`src/rtl/mss_pkg.sv`:
```
// ----------------------------------------------------------------------------
// mss_pkg
// Shared constants and types for the multiplexer switch scanner.
// ----------------------------------------------------------------------------
package mss_pkg;

  // Scan limits
  localparam int MAX_SWITCHES     = 64;
  localparam int MAX_INPUT_LINES  = 8;
  localparam int MAX_SELECT_LINES = 5;

  // Derived widths
  localparam int SW_IDX_W = $clog2(MAX_SWITCHES);      // switch index / bit number
  localparam int SW_CNT_W = SW_IDX_W + 1;              // holds MAX_SWITCHES itself

  // Field widths
  localparam int SEL_W   = 5;
  localparam int LVL_W   = 8;
  localparam int LINE_W  = 3;
  localparam int STATE_W = 64;

  // Configuration register indexes
  localparam logic [1:0] REG_SELECT_LINES = 2'd0;
  localparam logic [1:0] REG_INPUT_LINES  = 2'd1;
  localparam logic [1:0] REG_NEG_LOGIC    = 2'd2;
  localparam logic [1:0] REG_SETTLE_TICKS = 2'd3;

  // Operation codes
  localparam logic OP_TICK = 1'b0;
  localparam logic OP_MAP  = 1'b1;

  // Middle stage contents
  typedef struct packed {
    logic [SEL_W-1:0] drive;
    logic             done;
    logic             hit;
    logic             err;
  } mss_stage_t;

endpackage

```
`src/rtl/mux_switch_scanner_unit.sv`:
```
// ----------------------------------------------------------------------------
// mux_switch_scanner_unit
// Switch scanner for switches behind analog multiplexers.
// ----------------------------------------------------------------------------
// Every input item produces exactly one result item. A tick item (tuser 0)
// carries the sampled input line levels; the result gives the select line
// drive for the switch handled on that tick, tlast when that tick closed a
// scan, and the switch bitmap published by the last completed scan. A map item
// (tuser 1) assigns a bit number to the switch at (line, multiplexer channel)
// and flags a bad line or channel in map_error. Throughput is one item per
// clock while out_tready does not stall the output. The first stage updates
// the scan counters and reads the 64-entry map memory at the scanned switch,
// the second ORs the mapped bit into the accumulator and publishes it at the
// end of a scan. The map memory needs no clearing pass: a per-entry valid
// flop bank is cleared by reset. Write configuration only while no item is
// in flight.
// ----------------------------------------------------------------------------
module mux_switch_scanner_unit
  import mss_pkg::*;
(
  input  logic               clk,
  input  logic               rst_n,
  // Configuration
  input  logic               cfg_we,
  input  logic [1:0]         cfg_addr,
  input  logic [7:0]         cfg_wdata,
  // Input items
  input  logic               in_tvalid,
  output logic               in_tready,
  input  logic [23:0]        in_tdata,   // input_levels[7:0], map_line[10:8],
                                         // map_mux_pin[15:11], map_number[21:16], zero
  input  logic               in_tuser,   // operation
  // Result items
  output logic               out_tvalid,
  input  logic               out_tready,
  output logic [71:0]        out_tdata,  // select_lines[4:0], switch_state[68:5],
                                         // map_error[69], zero
  output logic               out_tlast   // scan_done
);

  // --------------------------------------------------------------------------
  // Configuration registers
  // --------------------------------------------------------------------------
  logic [2:0] cfg_sel_r;
  logic [3:0] cfg_lines_r;
  logic       cfg_neg_r;
  logic [7:0] cfg_settle_r;

  always_ff @(posedge clk) begin
    if (!rst_n) begin
      cfg_sel_r    <= 3'd3;
      cfg_lines_r  <= 4'd8;
      cfg_neg_r    <= 1'b1;
      cfg_settle_r <= 8'd1;
    end else if (cfg_we) begin
      unique case (cfg_addr)
        REG_SELECT_LINES: cfg_sel_r    <= cfg_wdata[2:0];
        REG_INPUT_LINES:  cfg_lines_r  <= cfg_wdata[3:0];
        REG_NEG_LOGIC:    cfg_neg_r    <= cfg_wdata[0];
        REG_SETTLE_TICKS: cfg_settle_r <= cfg_wdata;
        default: ;
      endcase
    end
  end

  // Clamp the registers to their usable ranges
  logic [2:0]          eff_sel;
  logic [3:0]          eff_lines;
  logic [SEL_W-1:0]    sel_mask;
  logic [8:0]          count_raw;
  logic [SW_CNT_W-1:0] sw_count;
  logic [7:0]          settle_need;

  always_comb begin
    if (cfg_sel_r == 3'd0)                         eff_sel = 3'd1;
    else if (cfg_sel_r > 3'(MAX_SELECT_LINES))     eff_sel = 3'(MAX_SELECT_LINES);
    else                                           eff_sel = cfg_sel_r;

    if (cfg_lines_r == 4'd0)                       eff_lines = 4'd1;
    else if (cfg_lines_r > 4'(MAX_INPUT_LINES))    eff_lines = 4'(MAX_INPUT_LINES);
    else                                           eff_lines = cfg_lines_r;

    sel_mask  = 5'((6'd1 << eff_sel) - 6'd1);
    count_raw = 9'(6'd1 << eff_sel) * 9'(eff_lines);
    sw_count  = (count_raw > 9'(MAX_SWITCHES)) ? SW_CNT_W'(MAX_SWITCHES)
                                               : count_raw[SW_CNT_W-1:0];
    settle_need = (cfg_settle_r == 8'd0) ? 8'd1 : cfg_settle_r;
  end

  // --------------------------------------------------------------------------
  // Flow control: middle stage and output register
  // --------------------------------------------------------------------------
  logic       s1_valid_r;
  mss_stage_t s1_r;
  logic       out_valid_r;
  logic       out_load;
  logic       in_acc;

  assign out_load  = s1_valid_r && (!out_valid_r || out_tready);
  assign in_tready = !s1_valid_r || out_load;
  assign in_acc    = in_tvalid && in_tready;

  // Input fields
  logic [LVL_W-1:0]    in_levels;
  logic [LINE_W-1:0]   map_line;
  logic [SEL_W-1:0]    map_pin;
  logic [SW_IDX_W-1:0] map_number;

  assign in_levels  = in_tdata[7:0];
  assign map_line   = in_tdata[10:8];
  assign map_pin    = in_tdata[15:11];
  assign map_number = in_tdata[21:16];

  // --------------------------------------------------------------------------
  // Scan control (first stage)
  // --------------------------------------------------------------------------
  logic [SW_IDX_W-1:0] scan_index_r, scan_index_nxt;
  logic [7:0]          settle_count_r, settle_count_nxt;

  logic [SW_IDX_W-1:0] cur_idx;
  logic [7:0]          cur_settle;
  logic                sample;
  logic [LINE_W-1:0]   cur_line;
  logic                pressed;
  logic [SW_CNT_W-1:0] idx_inc;
  logic                tick_done;
  logic [7:0]          map_idx;
  logic                map_bad;
  logic                map_wr_en;
  mss_stage_t          s1_nxt;

  always_comb begin
    // Restart when a register change left the index past the scan
    if (SW_CNT_W'(scan_index_r) >= sw_count) begin
      cur_idx    = '0;
      cur_settle = 8'd0;
    end else begin
      cur_idx    = scan_index_r;
      cur_settle = settle_count_r;
    end

    sample    = (9'(cur_settle) + 9'd1) >= 9'(settle_need);
    // Only the low line bits pick a level
    cur_line  = LINE_W'(cur_idx >> eff_sel);
    pressed   = in_levels[cur_line] ^ cfg_neg_r;
    idx_inc   = SW_CNT_W'(cur_idx) + SW_CNT_W'(1);
    tick_done = sample && (idx_inc >= sw_count);

    map_idx   = (8'(map_line) << eff_sel) + 8'(map_pin);
    map_bad   = (4'(map_line) >= eff_lines) || (map_pin > sel_mask) ||
                (map_idx >= 8'(MAX_SWITCHES));
    map_wr_en = in_acc && (in_tuser == OP_MAP) && !map_bad;

    scan_index_nxt   = scan_index_r;
    settle_count_nxt = settle_count_r;
    s1_nxt.drive     = scan_index_r[SEL_W-1:0] & sel_mask;
    s1_nxt.done      = 1'b0;
    s1_nxt.hit       = 1'b0;
    s1_nxt.err       = 1'b0;

    if (in_tuser == OP_TICK) begin
      s1_nxt.drive = 5'(cur_idx) & sel_mask;
      if (sample) begin
        settle_count_nxt = 8'd0;
        scan_index_nxt   = tick_done ? '0 : idx_inc[SW_IDX_W-1:0];
        s1_nxt.hit       = pressed;
        s1_nxt.done      = tick_done;
      end else begin
        scan_index_nxt   = cur_idx;
        settle_count_nxt = cur_settle + 8'd1;
      end
    end else begin
      s1_nxt.err = map_bad;
    end
  end

  always_ff @(posedge clk) begin
    if (!rst_n) begin
      scan_index_r   <= '0;
      settle_count_r <= 8'd0;
      s1_valid_r     <= 1'b0;
    end else begin
      if (in_acc) begin
        scan_index_r   <= scan_index_nxt;
        settle_count_r <= settle_count_nxt;
      end
      if (in_tready) s1_valid_r <= in_acc;
    end
  end

  always_ff @(posedge clk) begin
    if (in_acc) s1_r <= s1_nxt;
  end

  // --------------------------------------------------------------------------
  // Map memory: bit numbers in a RAM, valid flags in flops
  // --------------------------------------------------------------------------
  logic [SW_IDX_W-1:0]     map_num_mem [MAX_SWITCHES];
  logic [MAX_SWITCHES-1:0] map_vld_r;
  logic [SW_IDX_W-1:0]     s1_num_r;
  logic                    s1_vld_r;

  always_ff @(posedge clk) begin
    if (map_wr_en) map_num_mem[map_idx[SW_IDX_W-1:0]] <= map_number;
    if (in_acc)    s1_num_r <= map_num_mem[cur_idx];
  end

  always_ff @(posedge clk) begin
    if (!rst_n) begin
      map_vld_r <= '0;
      s1_vld_r  <= 1'b0;
    end else begin
      if (map_wr_en) map_vld_r[map_idx[SW_IDX_W-1:0]] <= 1'b1;
      if (in_acc)    s1_vld_r <= map_vld_r[cur_idx];
    end
  end

  // --------------------------------------------------------------------------
  // Accumulate and publish (second stage), output register
  // --------------------------------------------------------------------------
  logic [STATE_W-1:0] acc_r, acc_nxt;
  logic [STATE_W-1:0] pub_r, pub_nxt;
  logic [STATE_W-1:0] acc_or;

  logic [SEL_W-1:0]   out_sel_r;
  logic               out_done_r;
  logic [STATE_W-1:0] out_state_r;
  logic               out_err_r;

  always_comb begin
    acc_or = acc_r;
    if (s1_r.hit && s1_vld_r) acc_or[s1_num_r] = 1'b1;
    if (s1_r.done) begin
      pub_nxt = acc_or;
      acc_nxt = '0;
    end else begin
      pub_nxt = pub_r;
      acc_nxt = acc_or;
    end
  end

  always_ff @(posedge clk) begin
    if (!rst_n) begin
      acc_r       <= '0;
      pub_r       <= '0;
      out_valid_r <= 1'b0;
    end else begin
      if (out_load) begin
        acc_r <= acc_nxt;
        pub_r <= pub_nxt;
      end
      if (out_load)        out_valid_r <= 1'b1;
      else if (out_tready) out_valid_r <= 1'b0;
    end
  end

  always_ff @(posedge clk) begin
    if (out_load) begin
      out_sel_r   <= s1_r.drive;
      out_done_r  <= s1_r.done;
      out_state_r <= pub_nxt;
      out_err_r   <= s1_r.err;
    end
  end

  assign out_tvalid = out_valid_r;
  assign out_tdata  = {2'b00, out_err_r, out_state_r, out_sel_r};
  assign out_tlast  = out_done_r;

`ifndef SYNTHESIS
  // An accepted item always lands in the middle stage
  a_accept_fills_s1: assert property (@(posedge clk) disable iff (!rst_n)
    in_acc |=> s1_valid_r)
    else $error("accepted item did not reach middle stage");

  // Publishing a scan clears the accumulator
  a_done_clears_acc: assert property (@(posedge clk) disable iff (!rst_n)
    (out_load && s1_r.done) |=> (acc_r == '0))
    else $error("accumulator not cleared after scan end");

  // A good map write marks its entry valid
  a_map_sets_valid: assert property (@(posedge clk) disable iff (!rst_n)
    map_wr_en |=> map_vld_r[$past(map_idx[SW_IDX_W-1:0])])
    else $error("map entry not marked valid");

  // A result is never both a scan end and a rejected map write
  a_done_err_excl: assert property (@(posedge clk) disable iff (!rst_n)
    out_valid_r |-> !(out_done_r && out_err_r))
    else $error("scan_done and map_error on one result");

  // Publishing updates the visible state at once
  a_pub_matches_out: assert property (@(posedge clk) disable iff (!rst_n)
    out_load |=> (out_state_r == pub_r))
    else $error("output state differs from published state");
`endif

endmodule

```
`config.mk`:
```
export PLATFORM = sky130hd
export DESIGN_NAME = mux_switch_scanner_unit
export DESIGN_NICKNAME = d
export VERILOG_FILES = /design/src/rtl/mss_pkg.sv /design/src/rtl/mux_switch_scanner_unit.sv
export SDC_FILE = /design/constraint.sdc
export NUM_CORES = 1
export LEC_CHECK = 0
export BUFFER_PORTS_ARGS = -buffer_cell sky130_fd_sc_hd__buf_2
export CAP_MARGIN = 20
export CORE_MARGIN = 2
export CORE_UTILIZATION = 40
export DETAILED_ROUTE_END_ITERATION = 7
export GPL_ROUTABILITY_DRIVEN = 0
export PLACE_DENSITY_LB_ADDON = 0.1
export SETUP_SLACK_MARGIN = 0.5
export SLEW_MARGIN = 40
export SYNTH_ARGS = -nofsm -noshare
export SYNTH_HDL_FRONTEND = slang
export SYNTH_SLANG_ARGS = --single-unit
export TNS_END_PERCENT = 30
```
`constraint.sdc`:
```
create_clock -name clk -period 8.8 [get_ports clk]
set_clock_uncertainty 0.1 [all_clocks]
set_input_delay 1.32 -clock clk [delete_from_list [all_inputs] [get_ports clk]]
set_output_delay 1.32 -clock clk [all_outputs]
set_load 0.03 [all_outputs]
```
# [Yosys cells after proc, flatten, opt, wreduce, memory -nomap -nowiden]
# Memories as Yosys holds them, arrays and structs flattened. A register that Yosys moved wholly into a read port is not among the register bits.
# Cells that the tools add are included.
[word_totals] mem_bits_rw=384 elab_cells=110 regBits=304 out_inout_bits=75 n_memories=1 inputBits=40
[classes] n_mul=1 n_lt_le_gt_ge=15 n_addsub=5 shift=4 n_eq_ne=3 n_mux=28 n_bitwise=7 n_reduce_logical=26
[memory_table] name="map_num_mem" depth=64 width=6 rd=1 rd_ports_with_merged_regs=1 wr=1 line="mux_switch_scanner_unit.sv:198" text="logic [SW_IDX_W-1:0] map_num_mem [MAX_SWITCHES];"
[ops] operator="2-to-1 mux 64 bit" count=3
[ops] operator="bitwise OR 64 bit" count=2
[ops] operator="2-to-1 mux 8 bit" count=3
[ops] operator="< comparator 6 x 7 -> 1 bit, second input constant" count=3
[ops] operator="2-to-1 mux 6 bit" count=3
[ops] operator="2-to-1 mux 7 bit" count=2
[ops] operator="demux 1 bit (select 6 bit)" count=2
[ops] operator="greater-or-equal comparator 6 x 1 -> 1 bit, second input constant" count=2
[ops] operator="bitwise AND 5 bit" count=2
[ops] operator="AND reduction 2 bit" count=5
[ops] operator="adder 8 x 1 -> 9 bit, second input constant" count=1
[ops] operator="greater-or-equal comparator 9 x 8 -> 1 bit" count=1
[ops] operator="greater-than comparator 9 x 7 -> 1 bit, second input constant" count=1
[ops] operator="multiplier 9 x 4 -> 9 bit" count=1
[ops] operator="<< shifter 1 x 3 -> 9 bit, first input constant" count=1
[ops] operator="adder 8 x 1 -> 8 bit, second input constant" count=1
[ops] operator="adder 8 x 5 -> 8 bit" count=1
[ops] operator="greater-or-equal comparator 8 x 7 -> 1 bit, second input constant" count=1
[ops] operator="logical AND 1 bit" count=8
[ops] operator="logical NOT 8 bit" count=1
[ops] operator="2-to-1 mux 1 bit" count=8
[ops] operator="2-to-1 mux 4 bit" count=2
[ops] operator="<< shifter 3 x 3 -> 8 bit" count=1
[ops] operator="adder 6 x 1 -> 7 bit, second input constant" count=1
[ops] operator="25 further kinds" count=33

# [Depth between registers and ports, before layout]
# Gate-level depths: netlist of the first run.
[depth] ltp_word=15 mapped_depth=37 depth_no_buf=32

# [Worst setup path before layout of the first run]
# No wires, ideal clock.
[synth_path] path_type="flip-flop to flip-flop" start="register cfg_sel_r[1]" end="register scan_index_r[2]" synth_period_minus_slack_ns=7.484 path_slack_ns=1.316 setup_ns=0.095 stages_incl_launch_ff=34 path_buffers=5 arrival_time_ns=7.288 t_required_ns=8.605 path_cell_list="dfxtp_1 buf_2 nor2b_1 clkbuf_1 and2_1 nand2b_1 fa_1 fa_1 inv_1 fa_1 a21oi_1 o211ai_1 xnor2_1 a31oi_1 a21oi_1 nand2_1 ha_1 a21oi_1 o21ai_0 a31o_2 clkbuf_1 clkbuf_1 a21oi_1 buf_2 ha_1 ha_1 a21o_1 a21o_1 a21o_1 a21o_1 a21o_1 a21oi_1 a41oi_1 a221oi_1"
[synth_between] elab_chain_cells=14 word_cells_on_any_way=18 cone_classes="2 x add/sub; 1 x mul; 5 x order compare; 1 x shift; 7 x mux; 2 x reduce/logical"
[synth_lines] element="start, declared" line="mux_switch_scanner_unit.sv:44" text="logic [2:0] cfg_sel_r;"
[synth_lines] element="start signal, assigned" line="mux_switch_scanner_unit.sv:57" text="REG_SELECT_LINES: cfg_sel_r <= cfg_wdata[2:0];"
[synth_lines] element="greater-than comparator 3 bit" line="mux_switch_scanner_unit.sv:76" text="else if (cfg_sel_r > 3'(MAX_SELECT_LINES)) eff_sel = 3'(MAX_SELECT_LINES);"
[synth_lines] element="2-to-1 mux 3 bit" line="mux_switch_scanner_unit.sv:76"
[synth_lines] element="2-to-1 mux 3 bit *" line="mux_switch_scanner_unit.sv:75" text="if (cfg_sel_r == 3'd0) eff_sel = 3'd1;"
[synth_lines] element="<< shifter 1 x 3 -> 9 bit *" line="mux_switch_scanner_unit.sv:84" text="count_raw = 9'(6'd1 << eff_sel) * 9'(eff_lines);"
[synth_lines] element="multiplier 9 x 4 -> 9 bit *" line="mux_switch_scanner_unit.sv:84"
[synth_lines] element="greater-than comparator 9 x 7 -> 1 bit" line="mux_switch_scanner_unit.sv:85" text="sw_count = (count_raw > 9'(MAX_SWITCHES)) ? SW_CNT_W'(MAX_SWITCHES)"
[synth_lines] element="2-to-1 mux 7 bit *" line="mux_switch_scanner_unit.sv:85"
[synth_lines] element="greater-or-equal comparator 6 x 7 -> 1 bit" line="mux_switch_scanner_unit.sv:134" text="if (SW_CNT_W'(scan_index_r) >= sw_count) begin"
[synth_lines] element="2-to-1 mux 8 bit / 2-to-1 mux 6 bit (equally long branches)" line="mux_switch_scanner_unit.sv:134"
[synth_lines] element="adder 8 x 1 -> 9 bit / adder 6 x 1 -> 7 bit (equally long branches)" line="mux_switch_scanner_unit.sv:142, mux_switch_scanner_unit.sv:146"
[synth_lines] element="greater-or-equal comparator 9 x 8 -> 1 bit / greater-or-equal comparator 7 bit (equally long branches)" line="mux_switch_scanner_unit.sv:142, mux_switch_scanner_unit.sv:147"
[synth_lines] element="logical AND 1 bit" line="mux_switch_scanner_unit.sv:147" text="tick_done = sample && (idx_inc >= sw_count);"
[synth_lines] element="2-to-1 mux 6 bit" line="mux_switch_scanner_unit.sv:165" text="scan_index_nxt = tick_done ? '0 : idx_inc[SW_IDX_W-1:0];"
[synth_lines] element="2-to-1 mux 6 bit *" line="mux_switch_scanner_unit.sv:163" text="if (sample) begin"
[synth_lines] element="end signal, assigned" line="mux_switch_scanner_unit.sv:184" text="scan_index_r <= scan_index_nxt;"
[synth_lines] element="end, declared" line="mux_switch_scanner_unit.sv:117" text="logic [SW_IDX_W-1:0] scan_index_r, scan_index_nxt;"
# Mark *: on every way between the ends. The rest lies on a longest branch, timed or not.
# A chain may end at the register's enable or synchronous reset.

# [Final worst setup path of the first run]
[layout_path] start="register cfg_lines_r[3]" end="register scan_index_r[2]"
[layout_between] elab_chain_cells=13 word_cells_on_any_way=17 cone_classes="2 x add/sub; 1 x mul; 5 x order compare; 7 x mux; 2 x reduce/logical"
[layout_lines] element="start, declared" line="mux_switch_scanner_unit.sv:45" text="logic [3:0] cfg_lines_r;"
[layout_lines] element="start signal, assigned" line="mux_switch_scanner_unit.sv:58" text="REG_INPUT_LINES: cfg_lines_r <= cfg_wdata[3:0];"
[layout_lines] element="greater-than comparator 4 bit" line="mux_switch_scanner_unit.sv:80" text="else if (cfg_lines_r > 4'(MAX_INPUT_LINES)) eff_lines = 4'(MAX_INPUT_LINES);"
[layout_lines] element="2-to-1 mux 4 bit" line="mux_switch_scanner_unit.sv:80"
[layout_lines] element="2-to-1 mux 4 bit *" line="mux_switch_scanner_unit.sv:79" text="if (cfg_lines_r == 4'd0) eff_lines = 4'd1;"
[layout_lines] element="multiplier 9 x 4 -> 9 bit *" line="mux_switch_scanner_unit.sv:84"
[layout_lines] element="greater-than comparator 9 x 7 -> 1 bit" line="mux_switch_scanner_unit.sv:85"
[layout_lines] element="2-to-1 mux 7 bit *" line="mux_switch_scanner_unit.sv:85"
[layout_lines] element="greater-or-equal comparator 6 x 7 -> 1 bit" line="mux_switch_scanner_unit.sv:134"
[layout_lines] element="2-to-1 mux 8 bit / 2-to-1 mux 6 bit (equally long branches)" line="mux_switch_scanner_unit.sv:134"
[layout_lines] element="adder 8 x 1 -> 9 bit / adder 6 x 1 -> 7 bit (equally long branches)" line="mux_switch_scanner_unit.sv:142, mux_switch_scanner_unit.sv:146"
[layout_lines] element="greater-or-equal comparator 9 x 8 -> 1 bit / greater-or-equal comparator 7 bit (equally long branches)" line="mux_switch_scanner_unit.sv:142, mux_switch_scanner_unit.sv:147"
[layout_lines] element="logical AND 1 bit" line="mux_switch_scanner_unit.sv:147"
[layout_lines] element="2-to-1 mux 6 bit" line="mux_switch_scanner_unit.sv:165"
[layout_lines] element="2-to-1 mux 6 bit *" line="mux_switch_scanner_unit.sv:163"
# Marks and branches as above.

==> impl_results.md, run 1 <==
* Tmin final at 7.72 ns
* Initial DRC Count at 1842
* Gr usage total at 20.9%
* Die Width at 278 um
* Synth unique cells at 81
* Max_cap viols at 0
* WL final at 81.3 mm
* Slew headroom at 46.3%
* Synth Instances at 2620
* P&R area growth vs syn at 14.3%
* Startpoint Class: flop
* Post-synth top flop: edfxtp_1
* Hold WC Path Type: reg2reg
* IO Pins at 115
* Hold Fails Final Rpt at 0
* Die area at 77100 sq um
* Port bufs at 110
* Number of setup buffers added after CTS at 0
* Antenna-violating nets left at 0
* Post-synth top area share at 47.0%
* CP bufs+invs at 1
* Synth top area cells: edfxtp_1 (47%), dfxtp_1 (15%), a21oi_1 (5.6%)
* Post-Route Setup TNS at 0 ns
* GRT overflow at 0
* Least-Margin Pin Slew at 0.805 ns
* Final period util at 87.7%
* Post-synthesis sequential area ratio at 62.0%
* PnR worst setup slack at 1.08 ns
* Fmax at 130 MHz
* Top cell type by total area after synthesis: edfxtp_1
* Synth warnings at 0
* R2r setup slk at 1.08 ns
* Most common cell in the netlist: edfxtp_1
* RSZ-0062 raised after global routing: true
* Critical path class: reg2reg
* Diodes inserted at 0
* Router iterations before antenna repair at 5
* Syn avg cell area at 11.4 sq um
* First-pass GRT wire length at 124 mm
* Clock Sinks at 694
* Largest net degree at the start of global routing at 86
* # rows at 100
* Lkg Pwr at 0.0116 uW
* Drt via density at 5.56
* Worst EP arrival at 8.13 ns
* Required @ worst endpoint at 9.21 ns
* Final #Nets at 2801
* Share of cells above drive strength 1 at 14.0%
* Synth top cells by count: edfxtp_1 (469), a21oi_1 (336), nand2_1 (304), nor2_1 (304), dfxtp_1 (225)
* Vias at 20800
* CTS clk-pin slew, worst paths at 0.06 ns
* Post-synth ARST share at 0%
* Capturing element type of the critical path: flop
* Chip height at 278 um
* Final Total Pwr at 7660 uW
* Wire per inst at 21.8 um
* Max rail drop VDD at 150 uV
* Synthesized cell area at 30000 sq um
* Post-synth EDFFs at 469
* Crit-path slowest cell: fa_1
* Clock Latency Late Sink at 0.62 ns
* Status: complete, no violations
* FF+latch count, synth at 694
* Worst path max stage delay at 0.54 ns
* Fin. max-slew vios at 0
* Post-Place Setup Slack at 0.954 ns
* Top delay family on crit path: compound AO/OA/AOI/OAI gates
* CTS H-tree lvls at 3
* Worst Path Max Fanout at 12
* Initial Utilization at 40.3%
* WHS at 0.314 ns
* DP HPWL at 50.2 mm
* Clock Path Buffers at 3
* Inserted Clock Buffers at 79
* Core Box Area at 74300 sq um
* Setup violations, final at 0
* Cell area power density at 224 nW/um^2
* # DRC at 0
* Initial antenna violation count at 0
* Clock tree from TritonCTS: done
* Number of global-route vias before repair at 20200
* Clock Tree Root: clkbuf_16
power by group:
| group | total [uW] | internal [uW] | switching, uW |
|---|---|---|---|
| Combinational | 745 | 215 | 530 |
| Clock | 3340 | 2000 | 1340 |
| Sequential | 3570 | 3530 | 39.9 |
metal layers:
metal	track usage, %	wire (um)
met2	34.2	38600
met4	6.42	2080
met1	28.6	36300
met3	3.27	4280
met5	0	0
final cells by class:
cell class	count	area, sq um
fillers	6789	40100
clock inverters	48	551
inverters	58	225
multi-input cells	1712	10600
repair buffers	158	960
clock buffers	98	2100
flip-flops and latches	694	18600
well taps	969	1210
metrics by stage:
| stage | instance area, sq um | std cells | utilization [%] |
|---|---|---|---|
| 5_1_grt | 34300 | 3737 | 46.1 |
| 2_1_floorplan | 30000 | 2631 | - |
| 6_report | 34300 | 3737 | 46.1 |
| 3_5_place_dp | 31600 | 3590 | 42.5 |
| 3_3_place_gp | 31500 | 3589 | 42.4 |
| 4_1_cts | 34200 | 3736 | 46.0 |
worst register-to-register path, delay by kind of cell, from the launching register on:
kind / cells / cell delay [ns]
AOI/OAI and AO/OA: 14 / 2.88
xor gates and xnor gates: 1 / 0.17
DFF: 1 / 0.41
and+or+nand+nor: 6 / 1.57
adders and majority gates: 6 / 2.42
buffers and inverters: 1 / 0.07
cell usage in the layout (no fill, tap or decap), types with 13 or more instances in the layout:
cell	n
nor2b_1	21
nand2_1	302
o21a_1	31
mux2i_1	69
a21oi_1	335
dfxtp_1	222
mux2_2	14
conb_1	13
ha_1	46
buf_4	45
edfxtp_1	469
clkbuf_1	16
a21o_1	19
and3_1	13
clkbuf_16	81
mux4_2	37
clkinv_2	18
nand2b_1	18
nor2_1	299
o211ai_1	22
a31oi_1	22
and2_1	17
a211oi_1	19
buf_2	108
nand3_1	54
clkinv_1	13
o21ai_0	106
inv_1	51
nor3_1	28
xnor2_1	16
what timing repair did:
item / in CTS / in global routing
setup endpoints to repair: 0 / 13
hold buffers: 0 / 0
gates resized for setup: 0 / 4
worst paths after layout:
kind / start / endpoint / depth (start not counted)
max: cfg_lines_r[3] / scan_index_r[2] / 28
min: s1_r[5] / out_sel_r[2] / 0
max reg2reg: cfg_lines_r[3] / scan_index_r[2] / 28
min reg2reg: s1_r[5] / out_sel_r[2] / 0
state kept, by name (all words and copies together), names as in the netlist, 8 cells and up:
register and count:
s1_r 8, out_state_r 64, cfg_settle_r 8, settle_count_r 8
pub_r 64, map_vld_r 64, map_num_mem 384, acc_r 64
kinds of logic after synthesis:
logic type / after synthesis / synth area share [%]
simple gates: 806 / 11.5
flops: 694 / 62.0
compound gates: 693 / 14.4
buf+inv: 225 / 3.06
mux: 120 / 5.61
fa+ha+maj: 58 / 2.72
xor+xnor: 22 / 0.731
other cells: 2 / 0.0251
Power figures use the tool's default switching activity.
==> run 2, diff against run 1 <==
CORE_UTILIZATION = 45   (was 40)
==> impl_results.md, run 2 (synthesized netlist as in run 1, its figures left out) <==
* Status: complete, no violations
* Hold_buf cts at 0 (unchanged)
* Reg area at 18600 sq um (about the same)
* Number of global-route vias before repair at 20500 (+1.6%)
* Clk pwr share at 42.5% (-1.2 points)
* Commonest non-fill, non-tap cell in the layout: edfxtp_1
* Clock tree from TritonCTS: done
* Clock Tree Root: clkbuf_16
* Top sig layer: met4
* Critical path class: reg2reg
* # DRC at 0 (unchanged)
* WL final at 78.7 mm (-3.2%)
* Post-Route Setup TNS at 0 ns (unchanged)
* Lkg Pwr at 0.0116 uW (-0.75%)
* # rows at 94 (-6.0%)
* Fin. max-slew vios at 0 (unchanged)
* Clock Path Buffers at 3 (unchanged)
* Max rail drop VDD at 191 uV (+28%)
* Initial Utilization at 45.5% (+5.2 points)
* Worst path max stage delay at 0.55 ns (about the same)
* Required @ worst endpoint at 9.22 ns (about the same)
* Chip height at 262 um (-5.6%)
* Initial antenna violation count at 0 (unchanged)
* Final period util at 87.8% (about the same)
* Post-Place Setup Slack at 0.371 ns (-0.583 ns)
* CTS H-tree lvls at 3 (unchanged)
* Worst Path Max Fanout at 14 (+2)
* Largest register FFs at 384 (unchanged)
* Area of the multi-input gates at 10600 sq um (about the same)
* Drt via density at 5.77 (+3.8%)
* Comb pwr share at 9.9% (+0.2 points)
* P&R area growth vs syn at 13.3%
* Final #Nets at 2797 (-0.14%)
* Reg2reg start: cfg_sel_r[1]
* Tmin final at 7.72 ns (+0.00426 ns)
* Area after DPL at 31400 sq um (-0.57%)
* Least-Margin Pin Slew at 0.863 ns (+0.0582 ns)
* RSZ-0062 raised after global routing: false
* Diodes inserted at 0 (unchanged)
* Startpoint Class: flop
* Final Total Pwr at 7490 uW (-2.2%)
* Die area at 68700 sq um (-11%)
* Vias at 20900 (+0.70%)
* First-pass GRT wire length at 121 mm (-2.7%)
* Internal power at 5620 uW (-2.2%)
* Critical Path Start: cfg_sel_r[1]
* Antenna-violating nets left at 0 (unchanged)
* Reg power frac at 47.6% (+1.0 points)
* Cells after DPL at 3482 (-3.0%)
* Hold Crit Start: s1_r[5]
* Capturing element type of the critical path: flop
* Switching share of total power at 24.9% (about the same)
* DP HPWL at 48.9 mm (-2.6%)
* Die Width at 262 um (-5.6%)
* Hold Fails Final Rpt at 0 (unchanged)
* Wire per inst at 21.7 um (-0.23%)
* Max_cap viols at 0 (unchanged)
* Worst EP arrival at 8.14 ns (about the same)
* WL met1 at 34.4 mm (-5.4%)
* Most used cell along the critical path: a21o_1
* Crit-path slowest cell: fa_1
* Port bufs at 110 (unchanged)
* P_sw at 1870 uW (-2.3%)
* Initial DRC Count at 1792 (-2.7%)
* Slew headroom at 42.3% (-4.0 points)
* Share of cells above drive strength 1 at 13.4% (-0.65 points)
* Hold WC Path Type: reg2reg
* Core Box Area at 65900 sq um (-11%)
* CTS clk-pin slew, worst paths at 0.06 ns (about the same)
* Setup violations, final at 0 (unchanged)
* Met3 WL at 4.86 mm (+13%)
* Largest net degree at the start of global routing at 92 (+7.0%)
* Clock Latency Late Sink at 0.62 ns (about the same)
* Final std cells w/o fill at 3625 (-3.0%)
* Design area at 33900 sq um (-0.91%)
* IO Pins at 115 (unchanged)
* Metal2 WL at 37.3 mm (-3.5%)
* Cell area power density at 221 nW/um^2 (-1.3%)
* PnR worst setup slack at 1.08 ns (-0.00426 ns)
* Filler cells at 5812 (-14%)
* Clock Sinks at 694 (unchanged)
* Inserted Clock Buffers at 75 (-5.1%)
* GRT overflow at 0 (unchanged)
* Gr usage total at 22.9% (+2.0 points)
* Fmax at 129 MHz (about the same)
* CP bufs+invs at 2 (+1)
* Most frequent cells in the layout: edfxtp_1 (469), a21oi_1 (333), nand2_1 (303), nor2_1 (301), dfxtp_1 (220)
* Top delay family on crit path: compound AO/OA/AOI/OAI gates
* Router iterations before antenna repair at 7 (+2)
==> run 2: cell count changes in the layout (fill, tap and decap cells not counted), sizes merged <==
cell,delta
clkinv,-3
bufinv,-1
clkinvlp,-1
clkbuf,-4
inv,+2
==> run 2: timing repair <==
item,4_1_cts,5_1_grt
endpoints found under the setup margin,5,16
hold endpoints to repair,0,0
pin swaps,0,2
setup buffers,0,2
gates resized for setup,2,5
cloned,0,0
==> run 2: routing by layer <==
layer	vias up	global-route usage (%)
met5	-	0
met3	151	3.31
li1	9772	-
met2	712	37.7
met1	10300	31.4
met4	0	7.41
==> run 2: path summary, 6_finish.rpt <==
path | to | slack, ns | depth (start not counted)
setup / recovery | scan_index_r[2] | 1.08 | 29
hold / removal | out_sel_r[2] | 0.32 | 0
setup reg to reg | scan_index_r[2] | 1.08 | 29
hold reg to reg | out_sel_r[2] | 0.32 | 0
==> run 2: power by group through the flow <==
stage / combinational [uW] / sequential (uW) / clock [uW]
detailed placement: 727 / 3630 / 0
global placement: 715 / 3630 / 0
global route: 801 / 3570 / 3380
finish: 740 / 3560 / 3190
floorplan: 455 / 3650 / 0
CTS: 731 / 3560 / 3250
==> run 2: cell type report <==
cell class                      count  share of cell area [%]
Tap cell                          864                    3.18
Clock inverter                     45                    1.48
Timing Repair Buffer              158                    2.80
Multi-Input combinational cell   1712                    31.2
Sequential cell                   694                    54.8
Inverter                           58                   0.663
Clock buffer                       94                    5.83
==> run 2: worst register-to-register path, delay by kind of cell, from the launching register on <==
family                     cells  cell delay (ns)
AOI/OAI and AO/OA             16             3.42
adders and majority gates      6             2.42
and+or+nand+nor                4             0.82
DFF                            1             0.49
xor gates and xnor gates       1             0.23
buffers and inverters          2             0.16
==> run 2: metrics by stage <==
step | hold slack [ns] | util [%]
after floorplan | 0.300 | -
after global placement | 0.304 | 47.6
after detailed placement | 0.307 | 47.6
after CTS | 0.306 | 51.4
after global routing | 0.326 | 51.5
final | 0.316 | 51.5
